<file path="src/hdl/nmea_pkg.sv">
// Package for the NMEA sentence framer and checksum core.
// Holds character codes, outcome codes, the per-sentence state type and the hex
// nibble decoder. It depends on nothing else.
package nmea_pkg;

  localparam int MAX_LEN_DEFAULT = 128;

  localparam logic [7:0] CH_DOLLAR = 8'h24;
  localparam logic [7:0] CH_STAR   = 8'h2A;
  localparam logic [7:0] CH_CR     = 8'h0D;
  localparam logic [7:0] CH_LF     = 8'h0A;

  localparam int         MIN_LEN   = 5;
  localparam logic [1:0] AFTER_SAT = 2'd3;
  localparam logic [1:0] AFTER_TWO = 2'd2;

  localparam int LEN_OUT_W = 7;
  localparam int OUT_DATA_W = 128;

  localparam logic [1:0] OUTCOME_VALID    = 2'd0;
  localparam logic [1:0] OUTCOME_BAD      = 2'd1;
  localparam logic [1:0] OUTCOME_OVERFLOW = 2'd2;

  // Everything about an open sentence except its length, whose width
  // follows the buffer limit.
  typedef struct packed {
    logic [7:0] running_xor;
    logic       star_seen;
    logic [1:0] after_star_count;
    logic [7:0] hex_digits;
    logic       hex_all_valid;
  } sent_state_t;

  localparam sent_state_t SENT_STATE_RESET = '{
    running_xor:      8'd0,
    star_seen:        1'b0,
    after_star_count: 2'd0,
    hex_digits:       8'd0,
    hex_all_valid:    1'b1
  };

  // One finished sentence, without the running totals.
  typedef struct packed {
    logic [1:0]           outcome;
    logic [LEN_OUT_W-1:0] sentence_length;
    logic [7:0]           computed_checksum;
    logic [7:0]           received_checksum;
  } sent_result_t;

  // Returns {valid, value}; a non-hex character gives valid low and value 0.
  function automatic logic [4:0] hex_nibble(input logic [7:0] c);
    logic [4:0] r;
    r = 5'd0;
    if (c >= 8'h30 && c <= 8'h39) begin
      r = {1'b1, c[3:0]};
    end else if ((c >= 8'h41 && c <= 8'h46) || (c >= 8'h61 && c <= 8'h66)) begin
      r = {1'b1, 4'(c[3:0] + 4'd9)};
    end
    return r;
  endfunction

endpackage

</file>
<file path="src/hdl/nmea_step.sv">
// Combinational per-byte update of the NMEA sentence state.
// Decides the next state and whether this byte closes a sentence.
// Depends on nmea_pkg.
module nmea_step #(
  parameter int MAX_LEN = nmea_pkg::MAX_LEN_DEFAULT,
  parameter int LEN_W   = $clog2(MAX_LEN)
) (
  input  logic [7:0]               rx_byte,
  input  logic [LEN_W-1:0]         length,
  input  nmea_pkg::sent_state_t    st,
  output logic [LEN_W-1:0]         length_next,
  output nmea_pkg::sent_state_t    st_next,
  output logic                     emit,
  output nmea_pkg::sent_result_t   result
);

  localparam int EXT_W = (LEN_W > nmea_pkg::LEN_OUT_W) ? LEN_W : nmea_pkg::LEN_OUT_W;
  localparam logic [LEN_W-1:0] LEN_LIMIT = LEN_W'(MAX_LEN - 1);
  localparam logic [LEN_W-1:0] LEN_MIN   = LEN_W'(nmea_pkg::MIN_LEN);
  localparam logic [EXT_W-1:0] LEN_SAT   = EXT_W'((1 << nmea_pkg::LEN_OUT_W) - 1);

  logic                          is_open;
  logic                          ok;
  logic [EXT_W-1:0]              len_ext;
  logic [nmea_pkg::LEN_OUT_W-1:0] len_sat;
  logic [4:0]                    nib;

  assign is_open = (length != '0);
  assign len_ext = EXT_W'(length);
  assign len_sat = (len_ext > LEN_SAT) ? LEN_SAT[nmea_pkg::LEN_OUT_W-1:0]
                                       : len_ext[nmea_pkg::LEN_OUT_W-1:0];
  assign nib = nmea_pkg::hex_nibble(rx_byte);

  // Short sentences are still closed and reported, just as bad ones.
  assign ok = (length >= LEN_MIN) && st.star_seen &&
              (st.after_star_count == nmea_pkg::AFTER_TWO) &&
              st.hex_all_valid && (st.hex_digits == st.running_xor);

  always_comb begin
    length_next = length;
    st_next     = st;
    emit        = 1'b0;
    result.outcome           = nmea_pkg::OUTCOME_VALID;
    result.sentence_length   = len_sat;
    result.computed_checksum = st.running_xor;
    result.received_checksum = st.hex_digits;
    priority if (rx_byte == nmea_pkg::CH_DOLLAR) begin
      length_next = LEN_W'(1);
      st_next     = nmea_pkg::SENT_STATE_RESET;
    end else if (rx_byte == nmea_pkg::CH_CR || rx_byte == nmea_pkg::CH_LF) begin
      if (is_open) begin
        emit           = 1'b1;
        result.outcome = ok ? nmea_pkg::OUTCOME_VALID : nmea_pkg::OUTCOME_BAD;
        length_next    = '0;
      end
    end else if (is_open) begin
      if (length >= LEN_LIMIT) begin
        emit                     = 1'b1;
        result.outcome           = nmea_pkg::OUTCOME_OVERFLOW;
        result.computed_checksum = 8'd0;
        result.received_checksum = 8'd0;
        length_next              = '0;
      end else begin
        length_next = LEN_W'(length + 1'b1);
        if (!st.star_seen) begin
          if (rx_byte == nmea_pkg::CH_STAR) begin
            st_next.star_seen = 1'b1;
          end else begin
            st_next.running_xor = st.running_xor ^ rx_byte;
          end
        end else begin
          if (st.after_star_count < nmea_pkg::AFTER_TWO) begin
            if (!nib[4]) begin
              st_next.hex_all_valid = 1'b0;
            end
            st_next.hex_digits = {st.hex_digits[3:0], nib[3:0]};
          end
          if (st.after_star_count < nmea_pkg::AFTER_SAT) begin
            st_next.after_star_count = 2'(st.after_star_count + 1'b1);
          end
        end
      end
    end else begin
      // Bytes outside a sentence are ignored.
    end
  end

endmodule

</file>
<file path="src/hdl/nmea_sentence_framer_checksum_core.sv">
// Top level of the NMEA 0183 sentence framer and checksum checker.
// Input byte register, the per-byte update in nmea_step, and a result register.
// Depends on nmea_pkg and nmea_step.
//
//  Channel   Direction  Word                               Per word
//  s_axis    in         tdata[7:0] rx_byte                 one received byte
//  m_axis    out        tdata[127:0] outcome..totals       one closed or dropped sentence
//
// One byte per clock is sustained while m_axis takes each result. A byte sits
// in the input register and its result, if any, is loaded into the result
// register when that byte moves on.
// The whole per-byte update is a short compare and XOR path; the 32-bit total
// increments are the longest logic between registers.
// Reset (rst, synchronous) closes any open sentence, clears the totals and
// empties both registers.
// A stall on m_axis holds the result; the input register still takes a byte
// as long as the byte it holds can move on in the same cycle.
module nmea_sentence_framer_checksum_core #(
  parameter int MAX_LEN = nmea_pkg::MAX_LEN_DEFAULT
) (
  input  logic         clk,
  input  logic         rst,
  input  logic         s_axis_tvalid,
  output logic         s_axis_tready,
  // [7:0] rx_byte
  input  logic [7:0]   s_axis_tdata,
  output logic         m_axis_tvalid,
  input  logic         m_axis_tready,
  // [1:0] outcome, [8:2] sentence_length, [16:9] computed_checksum,
  // [24:17] received_checksum, [56:25] good_total, [88:57] bad_checksum_total,
  // [120:89] overflow_total, [127:121] zero
  output logic [nmea_pkg::OUT_DATA_W-1:0] m_axis_tdata
);

  localparam int LEN_W = $clog2(MAX_LEN);
  localparam int PAY_W = 2 + nmea_pkg::LEN_OUT_W + 8 + 8 + 3 * 32;

  // Input register.
  logic       in_valid;
  logic [7:0] in_byte;

  // Sentence state.
  logic [LEN_W-1:0]      length;
  logic [LEN_W-1:0]      length_next;
  nmea_pkg::sent_state_t st;
  nmea_pkg::sent_state_t st_next;

  // Running totals.
  logic [31:0] good_counter;
  logic [31:0] bad_counter;
  logic [31:0] overflow_counter;
  logic [31:0] good_counter_next;
  logic [31:0] bad_counter_next;
  logic [31:0] overflow_counter_next;

  // Result register.
  logic                   out_valid;
  nmea_pkg::sent_result_t out_res;
  logic [31:0]            out_good;
  logic [31:0]            out_bad;
  logic [31:0]            out_overflow;

  logic                   emit;
  nmea_pkg::sent_result_t res;
  logic                   advance;

  // The held byte moves on whenever the result register is free or drains
  // in the same cycle; a byte without a result needs no room at all.
  assign advance       = in_valid && (!out_valid || m_axis_tready || !emit);
  assign s_axis_tready = !in_valid || advance;

  nmea_step #(
    .MAX_LEN (MAX_LEN),
    .LEN_W   (LEN_W)
  ) u_step (
    .rx_byte     (in_byte),
    .length      (length),
    .st          (st),
    .length_next (length_next),
    .st_next     (st_next),
    .emit        (emit),
    .result      (res)
  );

  always_comb begin
    good_counter_next     = good_counter;
    bad_counter_next      = bad_counter;
    overflow_counter_next = overflow_counter;
    if (emit) begin
      unique case (res.outcome)
        nmea_pkg::OUTCOME_VALID:    good_counter_next     = good_counter + 32'd1;
        nmea_pkg::OUTCOME_BAD:      bad_counter_next      = bad_counter + 32'd1;
        nmea_pkg::OUTCOME_OVERFLOW: overflow_counter_next = overflow_counter + 32'd1;
        default: ;
      endcase
    end
  end

  always_ff @(posedge clk) begin
    if (rst) begin
      in_valid <= 1'b0;
    end else if (s_axis_tready) begin
      in_valid <= s_axis_tvalid;
    end
    if (s_axis_tready && s_axis_tvalid) begin
      in_byte <= s_axis_tdata;
    end
  end

  always_ff @(posedge clk) begin
    if (rst) begin
      length           <= '0;
      st               <= nmea_pkg::SENT_STATE_RESET;
      good_counter     <= 32'd0;
      bad_counter      <= 32'd0;
      overflow_counter <= 32'd0;
    end else if (advance) begin
      length           <= length_next;
      st               <= st_next;
      good_counter     <= good_counter_next;
      bad_counter      <= bad_counter_next;
      overflow_counter <= overflow_counter_next;
    end
  end

  always_ff @(posedge clk) begin
    if (rst) begin
      out_valid <= 1'b0;
    end else if (advance && emit) begin
      out_valid <= 1'b1;
    end else if (m_axis_tready) begin
      out_valid <= 1'b0;
    end
    if (advance && emit) begin
      out_res      <= res;
      out_good     <= good_counter_next;
      out_bad      <= bad_counter_next;
      out_overflow <= overflow_counter_next;
    end
  end

  assign m_axis_tvalid = out_valid;
  assign m_axis_tdata  = {
    (nmea_pkg::OUT_DATA_W - PAY_W)'(0),
    out_overflow, out_bad, out_good,
    out_res.received_checksum, out_res.computed_checksum,
    out_res.sentence_length, out_res.outcome
  };

  // The length count never passes the buffer limit.
  a_len_bound: assert property (@(posedge clk) disable iff (rst)
    length <= LEN_W'(MAX_LEN - 1))
    else $error("sentence length beyond limit");

  // A byte that closes a sentence leaves none open.
  a_close_clears: assert property (@(posedge clk) disable iff (rst)
    advance && emit |=> length == '0)
    else $error("sentence still open after close");

  // A closing byte always lands in the result register.
  a_emit_shown: assert property (@(posedge clk) disable iff (rst)
    advance && emit |=> out_valid && out_res == $past(res))
    else $error("result not registered");

  // Dropped sentences report no checksums.
  a_overflow_zero: assert property (@(posedge clk) disable iff (rst)
    out_valid && out_res.outcome == nmea_pkg::OUTCOME_OVERFLOW |->
      out_res.computed_checksum == 8'd0 && out_res.received_checksum == 8'd0)
    else $error("overflow result carries checksums");

  // Totals only move when a result is produced.
  a_totals_quiet: assert property (@(posedge clk) disable iff (rst)
    !(advance && emit) |=> $stable(good_counter) && $stable(bad_counter) &&
      $stable(overflow_counter))
    else $error("totals changed without a result");

endmodule
</file>
<file path="config.mk">
export PLATFORM = sky130hd
export DESIGN_NAME = nmea_sentence_framer_checksum_core
export DESIGN_NICKNAME = d
export VERILOG_FILES = /design/src/hdl/nmea_pkg.sv /design/src/hdl/nmea_step.sv /design/src/hdl/nmea_sentence_framer_checksum_core.sv
export SDC_FILE = /design/constraint.sdc
export NUM_CORES = 1
export LEC_CHECK = 0
export ABC_AREA = 1
export BUFFER_PORTS_ARGS = -buffer_cell sky130_fd_sc_hd__buf_2
export CELL_PAD_IN_SITES_DETAIL_PLACEMENT = 0
export CELL_PAD_IN_SITES_GLOBAL_PLACEMENT = 1
export CORE_MARGIN = 4
export CORE_UTILIZATION = 30
export DETAILED_ROUTE_END_ITERATION = 10
export PLACE_DENSITY_LB_ADDON = 0.1
export SLEW_MARGIN = 20
export SYNTH_ARGS = -nofsm -noshare
export SYNTH_HDL_FRONTEND = slang
export SYNTH_SLANG_ARGS = --single-unit
</file>
<file path="constraint.sdc">
create_clock -name clk -period 4.96 [get_ports clk]
set_input_delay 0.496 -clock clk [delete_from_list [all_inputs] [get_ports clk]]
set_output_delay 0.496 -clock clk [all_outputs]
set_load 0.01 [all_outputs]
</file>
==> results of run 1 <==
-- registers in the layout, indices dropped and copies added, names as in the netlist, 8 cells and up --
name              flops
overflow_counter     32
st                   20
bad_counter          32
out_overflow         32
out_good             32
in_byte               8
m_axis_tdata         25
out_bad              32
good_counter         32
-- area by class of cell --
cell class                      count  area, um2  share of cell area
Clock inverter                     17        193              0.0126
Timing Repair Buffer              141        738              0.0483
Clock buffer                       39        826              0.0541
Inverter                          261        982              0.0643
Multi-Input combinational cell   1147       5430               0.355
Tap cell                          585        732              0.0479
Sequential cell                   254       6380               0.417
-- through the flow --
stage / setup WS (ns) / instance area [um2] / instances
after floorplan: 1.60 / 13200 / 1732
after CTS: 1.67 / 15300 / 2444
after detailed placement: 1.70 / 14300 / 2388
after global placement: 1.78 / 14300 / 2388
final: 1.76 / 15300 / 2444
after global routing: 1.38 / 15300 / 2444
-- Yosys cell counts (4+ instances only) --
| master | count | area [um2] |
|---|---|---|
| buf_4 | 11 | 82.6 |
| edfxtp_1 | 129 | 3870 |
| buf_2 | 22 | 110 |
| nand4_1 | 16 | 100 |
| nand2_2 | 5 | 31.3 |
| a21oi_1 | 96 | 480 |
| nor2_1 | 206 | 773 |
| nor3_1 | 32 | 160 |
| nand2_1 | 439 | 1650 |
| nor3b_1 | 10 | 75.1 |
| dfxtp_1 | 125 | 2500 |
| inv_2 | 12 | 45.0 |
| inv_1 | 248 | 931 |
| nor2_2 | 5 | 31.3 |
| o211ai_2 | 9 | 113 |
| nand3_1 | 95 | 475 |
| ha_1 | 12 | 150 |
| xor2_1 | 49 | 429 |
| o21ai_0 | 82 | 410 |
| buf_6 | 10 | 113 |
| clkbuf_1 | 24 | 90.1 |
| xnor2_1 | 4 | 35.0 |
| o21ai_1 | 56 | 280 |
| o21bai_1 | 4 | 30.0 |
-- layer usage --
| metal | up-vias | track usage | wire [um] |
|---|---|---|---|
| li1 | 5727 | - | - |
| met1 | 5031 | 0.213 | 18200 |
| met2 | 159 | 0.255 | 16700 |
| met3 | 37 | 0.0224 | 1270 |
| met4 | 0 | 0.0331 | 570 |
| met5 | - | 0 | 0 |
-- where the power goes --
group | total (mW) | switching, mW | internal (mW) | leakage [nW]
combinational | 0.279 | 0.187 | 0.0927 | 3.79
sequential | 2.33 | 0.0678 | 2.26 | 2.24
clock | 2.30 | 0.920 | 1.38 | 0.493
-- final timing paths --
check        cells after the start  slack [ns]             from           to
max                             10        1.76       in_byte[0]  out_bad[18]
min                              1        0.10  s_axis_tdata[7]   in_byte[7]
max reg2reg                     10        1.76       in_byte[0]  out_bad[18]
min reg2reg                      2        0.48            st[0]        st[0]
-- cells by family after synthesis --
logic type | count (synthesis) | synth area share
simple gates | 822 | 0.260
buf+inv | 331 | 0.105
flops | 254 | 0.484
compound gates | 252 | 0.102
xor+xnor | 54 | 0.0365
fa+ha+maj | 12 | 0.0114
other cells | 1 | 0.000285
==> impl_metrics.env, run 1 <==
export IMPL_grt_max_degree=84
export IMPL_core_mm2=0.0433
export IMPL_rsz0062_at_grt="no"
export IMPL_rows=76
export IMPL_async_flop_share=0
export IMPL_first_pass_iters=5
export IMPL_setup_viol=0
export IMPL_dp_hpwl_um=25600
export IMPL_post_drt_wl_per_cell_um=15.1
export IMPL_cts_sinks=254
export IMPL_die_h_um=217
export IMPL_synth_seq_cells=254
export IMPL_gp_congestion=0.794
export IMPL_initial_core_util=0.304
export IMPL_slew_violations=0
export IMPL_htreeDepth=1
export IMPL_critPathMaxFanout=59
export IMPL_numCtsBuffers=30
export IMPL_max_freq_ghz=0.312
export IMPL_tightestPinTransition_ns=1.01
export IMPL_synth_cells=1726
export IMPL_critical_path_required_ns=5.36
export IMPL_grt_pass1_wl_um=59100
export IMPL_maxCapViolCount=0
export IMPL_hold_viol_final=0
export IMPL_fin_crit_sh=0.646
export IMPL_syn_to_final_growth_pct=16.0
export IMPL_holdWs_ns=0.105
export IMPL_hold_class="in2reg"
export IMPL_worstSetupPathType="reg2reg"
export IMPL_grt_ovfl_total=0
export IMPL_yosysSeqAreaShare=0.484
export IMPL_clock_skew_ns=0.0123
export IMPL_avgViaCountPerCell=4.48
export IMPL_antenna_cells=0
export IMPL_startpoint_type="flop"
export IMPL_wl_um=36800
export IMPL_drcViolationCount=0
export IMPL_die_w_um=217
export IMPL_fp_dieArea_mm2=0.0473
export IMPL_final_common_cell="nand2_1"
export IMPL_critPathArrivalTime_ns=3.60
export IMPL_power_leakage_nw=6.52
export IMPL_total_power_mw=4.90
export IMPL_fillCellCount=4626
export IMPL_ir_drop_v=0.000183
export IMPL_layout_min_cycle_time_ns=3.20
export IMPL_max_stage_delay_ns=0.87
export IMPL_syn_area_mm2=0.0132
export IMPL_syn_avg_cell_area_um2=7.63
export IMPL_ios=142
export IMPL_crit_path_frequent_cell="o21ai_0"
export IMPL_status="finished clean"
export IMPL_grtUsageTotal=0.153
export IMPL_synth_edf_count=129
export IMPL_synth_main_ff_cell="edfxtp_1"
export IMPL_drive_gt1_frac=0.123
export IMPL_final_cell_mix="439 x nand2_1, 248 x inv_1, 206 x nor2_1, 133 x buf_2, 129 x edfxtp_1"
export IMPL_placement_io_buffers=134
export IMPL_slew_headroom=0.329
export IMPL_path_delay_family="buffers and inverters"
export IMPL_vias=11000
export IMPL_fin_util=0.353
export IMPL_synth_cell_types=40
export IMPL_clk_latency_ns=0.57
export IMPL_crit_slowest_cell="inv_2"
export IMPL_clock_path_buffers=3
export IMPL_clk_pin_slew_ns=0.06
export IMPL_yosys_warnings=0
export IMPL_route_antenna_remaining_nets=0
export IMPL_cts_tree="done"
export IMPL_finalSetupTns_ns=0
export IMPL_p_per_area_mw_per_mm2=321
export IMPL_post_cts_setup_buffers=0
export IMPL_drt_iter0_drc=590
export IMPL_antenna_found_initial=0
export IMPL_cts_resized_gates=0
export IMPL_final_nets=1859
export IMPL_critPathCaptureType="flop"
export IMPL_crit_chain="inv_1 -> ha_1 -> nand3_1 -> nand2_1 -> nand3_2 -> nor2_2 -> nand2_2 -> inv_2 -> o21ai_0 -> o21ai_0"
export IMPL_cts_root_buffer="clkbuf_16"
export IMPL_path_buf_inv=2
export IMPL_grt_pass1_vias=10700
export IMPL_cts_hold_buf=0
(Power assumes the default switching activity.)
==> run 2, diff against run 1 <==
==> constraint.sdc (replaced) <==
create_clock -name clk -period 3.1 [get_ports clk]
set_input_delay 0.31 -clock clk [delete_from_list [all_inputs] [get_ports clk]]
set_output_delay 0.31 -clock clk [all_outputs]
set_load 0.01 [all_outputs]
==> impl_metrics.env, run 2 (synthesis results as in run 1) <==
export IMPL_grtUsageTotal=0.155
export IMPL_whs_endpoint="m_axis_tvalid"
export IMPL_grt_ovfl_total=0
export IMPL_switching_share=0.232
export IMPL_startpoint_type="flop"
export IMPL_pwr_share_clk=0.490
export IMPL_p_int_mw=6.31
export IMPL_fp_dieArea_mm2=0.0473
export IMPL_antenna_found_initial=0
export IMPL_clk_pin_slew_ns=0.06
export IMPL_drcViolationCount=0
export IMPL_initial_core_util=0.304
export IMPL_vias=11000
export IMPL_grt_max_degree=130
export IMPL_placement_io_buffers=134
export IMPL_drive_gt1_frac=0.131
export IMPL_numCtsBuffers=31
export IMPL_rsz0062_at_grt="no"
export IMPL_total_power_mw=8.21
export IMPL_p_per_area_mw_per_mm2=525
export IMPL_dpl_cell_area_mm2=0.0144
export IMPL_hold_depth=4
export IMPL_route_antenna_remaining_nets=0
export IMPL_final_cell_mix="439 x nand2_1, 248 x inv_1, 206 x nor2_1, 133 x buf_2, 129 x edfxtp_1"
export IMPL_drt_iter0_drc=490
export IMPL_setup_viol=0
export IMPL_finalSetupTns_ns=0
export IMPL_ios=142
export IMPL_grt_pass1_vias=10900
export IMPL_rows=76
export IMPL_antenna_cells=0
export IMPL_status="finished clean"
export IMPL_core_mm2=0.0433
export IMPL_post_drt_wl_per_cell_um=14.9
export IMPL_dp_hpwl_um=25700
export IMPL_critPathArrivalTime_ns=2.43
export IMPL_cts_resized_gates=0
export IMPL_avgViaCountPerCell=4.44
export IMPL_critPathCaptureType="output port"
export IMPL_wl_um=36900
export IMPL_regToRegSetupSlack_ns=0.54
export IMPL_critPathMaxFanout=6
export IMPL_final_common_cell="nand2_1"
export IMPL_final_seq_area_mm2=0.00638
export IMPL_power_leakage_nw=6.71
export IMPL_max_freq_ghz=0.365
export IMPL_p_comb_frac=0.056
export IMPL_fillCellCount=4599
export IMPL_first_pass_iters=5
export IMPL_htreeDepth=1
export IMPL_cts_root_buffer="clkbuf_16"
export IMPL_multi_input_area_mm2=0.00543
export IMPL_slew_violations=0
export IMPL_crit_reg2reg_capture="out_good[11]"
export IMPL_clock_skew_ns=0.0122
export IMPL_post_route_cell_area_mm2=0.0156
export IMPL_cts_tree="done"
export IMPL_final_nets=1882
export IMPL_die_w_um=217
export IMPL_grt_pass1_wl_um=59500
export IMPL_maxCapViolCount=0
export IMPL_critical_path_required_ns=2.79
export IMPL_reg2reg_from="in_byte[0]"
export IMPL_clock_path_buffers=3
export IMPL_post_cts_setup_buffers=0
export IMPL_ir_drop_v=0.000367
export IMPL_layout_min_cycle_time_ns=2.74
export IMPL_cts_hold_buf=10
export IMPL_gp_congestion=0.783
export IMPL_slew_headroom=0.315
export IMPL_min_from="m_axis_tready"
export IMPL_p_sw_mw=1.90
export IMPL_r2r_cells=11
export IMPL_hold_viol_final=0
export IMPL_clk_latency_ns=0.58
export IMPL_hold_class="in2reg"
export IMPL_fin_util=0.361
export IMPL_cts_sinks=254
export IMPL_fin_crit_sh=0.883
export IMPL_seqPwrFrac=0.454
export IMPL_die_h_um=217
export IMPL_worstSetupPathType="reg2out"
export IMPL_syn_to_final_growth_pct=18.8
export IMPL_tightestPinTransition_ns=1.03
## run 2: cell types whose count changed in the layout (fill, tap and decap cells not counted), moves of 2 or more
cell,previous run,this run
clkinvlp_4,3,1
buf_4,7,16
bufinv_16,4,7
buf_12,1,4
clkbuf_8,2,5
clkbuf_1,6,1
dlygate4sd3_1,0,10
## run 2: metrics by stage
| stage | worst slack, ns | hold slack (ns) | cells |
|---|---|---|---|
| 6_report | 0.362 | 0.107 | 2468 |
| 5_1_grt | 0.128 | 0.112 | 2468 |
| 4_1_cts | 0.283 | 0.0599 | 2468 |
| 2_1_floorplan | 0.255 | 0.409 | 1732 |
| 3_3_place_gp | 0.552 | 0.468 | 2400 |
| 3_5_place_dp | 0.490 | 0.472 | 2400 |
## run 2: final cells by class
cell class              count  share of cell area
flip-flops and latches    254               0.408
multi-input cells        1147               0.347
inverters                 261              0.0628
repair buffers            163              0.0618
clock buffers              37              0.0543
well taps                 585              0.0468
clock inverters            21              0.0192
## run 2: worst max path at each step
stage	cells after the start	slack, ns	end	start
after floorplan	12	0.25	m_axis_tdata[0]	in_byte[0]
after global placement	11	0.55	out_good[9]	in_byte[0]
after detailed placement	13	0.49	out_good[7]	in_byte[0]
after CTS	10	0.28	s_axis_tready	in_byte[0]
after global routing	10	0.13	s_axis_tready	in_byte[0]
final	10	0.36	s_axis_tready	in_byte[0]
## run 2: critical path, cell delays in order (launching register included)
cell and delay [ns]:
edfxtp_1 0.45, inv_1 0.16, ha_1 0.20, nand3_1 0.11, nand2_1 0.09, nand3_2 0.14, nand2_2 0.15, nand3_2 0.12
nor2_1 0.20, inv_1 0.08, buf_2 0.15
## run 2: power by group through the flow
stage                     Clock (mW)  Combinational, mW  Sequential, mW
after global placement             0              0.451            3.80
after global routing            4.30              0.539            3.74
after floorplan                    0              0.365            3.76
after CTS                       4.18              0.468            3.73
final                           4.03              0.460            3.72
after detailed placement           0              0.456            3.80
## run 2: routing by layer
layer,vias to the layer above,track usage,part of all wire
li1,5775,-,-
met1,4989,0.215,0.49
met2,162,0.260,0.46
met3,38,0.0219,0.036
met4,0,0.0352,0.017
met5,-,0,0
==> run 3, diff against run 2 <==
--- a/config.mk
+++ b/config.mk
@@ -10,10 +10,11 @@
 export CELL_PAD_IN_SITES_DETAIL_PLACEMENT = 0
 export CELL_PAD_IN_SITES_GLOBAL_PLACEMENT = 1
 export CORE_MARGIN = 4
-export CORE_UTILIZATION = 30
+export CORE_UTILIZATION = 40
 export DETAILED_ROUTE_END_ITERATION = 10
 export PLACE_DENSITY_LB_ADDON = 0.1
 export SLEW_MARGIN = 20
 export SYNTH_ARGS = -nofsm -noshare
 export SYNTH_HDL_FRONTEND = slang
+export SYNTH_HIERARCHICAL = 1
 export SYNTH_SLANG_ARGS = --single-unit
==> impl_metrics.env, run 3 <==
export IMPL_r2r_cells=18
export IMPL_drcViolationCount=0
export IMPL_path_delay_family="simple AND/OR/NAND/NOR gates"
export IMPL_rows=65
export IMPL_tightestPinTransition_ns=0.920
export IMPL_critPathMaxFanout=10
export IMPL_placement_io_buffers=134
export IMPL_met3_usage=0.0250
export IMPL_yosys_warnings=6
export IMPL_yosys_area_top_type="edfxtp_1"
export IMPL_p_per_area_mw_per_mm2=537
export IMPL_syn_to_final_growth_pct=18.0
export IMPL_synth_main_ff_cell="edfxtp_1"
export IMPL_die_h_um=189
export IMPL_antenna_found_initial=0
export IMPL_clock_path_buffers=3
export IMPL_maxCapViolCount=0
export IMPL_layout_min_cycle_time_ns=2.87
export IMPL_holdWs_ns=0.118
export IMPL_clk_latency_ns=0.55
export IMPL_critPathArrivalTime_ns=2.56
export IMPL_synth_edf_count=129
export IMPL_crit_chain="ha_1 -> nand2_2 -> nor2_4 -> nand2_4 -> nand2_8 -> nor2_1 -> nor2_1 -> buf_4 -> nand4_1 -> buf_2"
export IMPL_p_int_mw=6.30
export IMPL_synthAdderAreaFrac=0.0106
export IMPL_ir_drop_v=0.000383
export IMPL_final_cell_mix="371 x nand2_1, 251 x inv_1, 207 x nor2_1, 134 x buf_2, 129 x edfxtp_1"
export IMPL_core_mm2=0.0319
export IMPL_grt_ovfl_total=0
export IMPL_antenna_cells=0
export IMPL_initial_core_util=0.409
export IMPL_drt_iter0_drc=520
export IMPL_cts_root_buffer="clkbuf_16"
export IMPL_slew_violations=0
export IMPL_first_pass_iters=4
export IMPL_status="finished clean"
export IMPL_avgViaCountPerCell=4.76
export IMPL_critPathCaptureType="output port"
export IMPL_synth_compound_area_share=0.0895
export IMPL_numCtsBuffers=29
export IMPL_slew_headroom=0.387
export IMPL_yosys_area_top_type_share=0.297
export IMPL_die_w_um=189
export IMPL_final_common_cell="nand2_1"
export IMPL_startpoint="length[1]"
export IMPL_route_antenna_remaining_nets=0
export IMPL_post_route_cell_area_mm2=0.0154
export IMPL_synth_common_cells="373 x nand2_1, 255 x inv_1, 207 x nor2_1"
export IMPL_synth_xor_area_frac=0.0315
export IMPL_whs_endpoint="in_valid"
export IMPL_vias=10800
export IMPL_fp_dieArea_mm2=0.0356
export IMPL_final_nets=1825
export IMPL_yosysMostFrequentCell="nand2_1"
export IMPL_crit_slowest_cell="dfxtp_1"
export IMPL_clk_pin_slew_ns=0.06
export IMPL_synthSimpleGateAreaFrac=0.276
export IMPL_fin_util=0.483
export IMPL_htreeDepth=1
export IMPL_post_drt_wl_per_cell_um=14.7
export IMPL_worstSetupPathType="reg2out"
export IMPL_cts_tree="done"
export IMPL_reg2reg_from="in_byte[0]"
export IMPL_cts_sinks=254
export IMPL_power_leakage_nw=6.86
export IMPL_syn_area_mm2=0.0130
export IMPL_p_comb_frac=0.079
export IMPL_min_from="s_axis_tvalid"
export IMPL_crit_reg2reg_capture="out_good[31]"
export IMPL_hold_viol_final=0
export IMPL_grt_pass1_vias=10400
export IMPL_setup_viol=0
export IMPL_startpoint_type="flop"
export IMPL_drive_gt1_frac=0.157
export IMPL_synth_top_family_by_area="simple AND/OR/NAND/NOR gates"
export IMPL_wl_um=33300
export IMPL_synthTopCellsByArea="edfxtp_1 30%, dfxtp_1 19%, nand2_1 11%"
export IMPL_gp_congestion=0.869
export IMPL_max_stage_delay_ns=0.45
export IMPL_fin_crit_sh=0.925
export IMPL_yosysSeqAreaShare=0.489
export IMPL_seqPwrFrac=0.458
export IMPL_grt_busiest_layer="met2"
export IMPL_clock_skew_ns=0.0161
export IMPL_path_buf_inv=2
export IMPL_synth_mux_area_frac=0
export IMPL_pre_cts_ws_ns=0.0978
export IMPL_async_flop_share=0
export IMPL_grt_max_degree=126
export IMPL_hold_depth=3
export IMPL_critical_path_required_ns=2.79
export IMPL_synth_seq_cells=254
export IMPL_hold_class="in2reg"
export IMPL_met2_usage=0.309
export IMPL_ios=142
export IMPL_setup_ws_ns=0.233
export IMPL_p_sw_mw=1.96
export IMPL_switching_share=0.238
export IMPL_crit_path_frequent_cell="nor2_1"
export IMPL_grt_pass1_wl_um=54500
export IMPL_regToRegSetupSlack_ns=0.34
export IMPL_grtUsageTotal=0.186
export IMPL_synth_cells=1667
export IMPL_dp_hpwl_um=22800
export IMPL_dpl_cell_area_mm2=0.0142
export IMPL_pwr_share_clk=0.464
export IMPL_syn_avg_cell_area_um2=7.83
export IMPL_max_freq_ghz=0.349
export IMPL_met1_usage=0.257
export IMPL_synth_cell_types=47
==> run 3: power groups by stage <==
stage               logic (mW)  clock network (mW)  registers [mW]
CTS                      0.656                3.95            3.78
floorplan                0.515                   0            3.81
finish                   0.651                3.83            3.78
global route             0.760                4.10            3.80
global placement         0.637                   0            3.85
detailed placement       0.645                   0            3.86
==> run 3: worst max-delay path by stage <==
stage | slack, ns | end | depth (start not counted)
floorplan | -0.84 | m_axis_tdata[0] | 14
global route | -0.00009 | out_good[31] | 18
finish | 0.23 | s_axis_tready | 10
CTS | 0.07 | out_overflow[27] | 14
detailed placement | 0.1 | out_overflow[27] | 14
global placement | 0.18 | out_overflow[27] | 14
==> run 3: routing by layer <==
layer,wire [um],up-vias
met5,0,-
met4,911,0
met3,1280,55
met2,14800,197
met1,16300,4910
li1,-,5591
==> run 3: per-stage QoR <==
stage	power (mW)	setup TNS (ns)	std cells
final	8.27	0	2259
after global routing	8.66	-0.0000902	2259
after CTS	8.39	0	2254
after detailed placement	4.50	0	2193
after global placement	4.49	0	2193
after floorplan	4.33	-101.38	1673
==> run 3: repair_timing <==
item,in CTS,in global routing
endpoints found under the hold margin,8,0
resized for setup,0,4
setup endpoints to repair,0,44
buffers inserted,0,5
hold buffers,8,0
==> run 3: logic make-up (layout without fill, tap and decap cells) <==
| group | Yosys count | count (layout) |
|---|---|---|
| buf+inv | 334 | 485 |
| compound gates | 224 | 224 |
| simple gates | 797 | 797 |
| fa+ha+maj | 11 | 11 |
| flops | 254 | 254 |
| xor+xnor | 46 | 46 |
| other cells | 1 | 7 |
==> run 3: final cells by class <==
type / count / area (um2)
clock buffers: 36 / 846
clock inverters: 17 / 245
fillers: 3198 / 16500
inverters: 267 / 1010
multi-input cells: 1085 / 5390
flip-flops and latches: 254 / 6380
well taps: 435 / 544
repair buffers: 165 / 973
==> run 3: tightest hold or removal path: stages <==
cell     delay (ns)
buf_2          0.10
nand2_1        0.11
a21oi_1        0.08
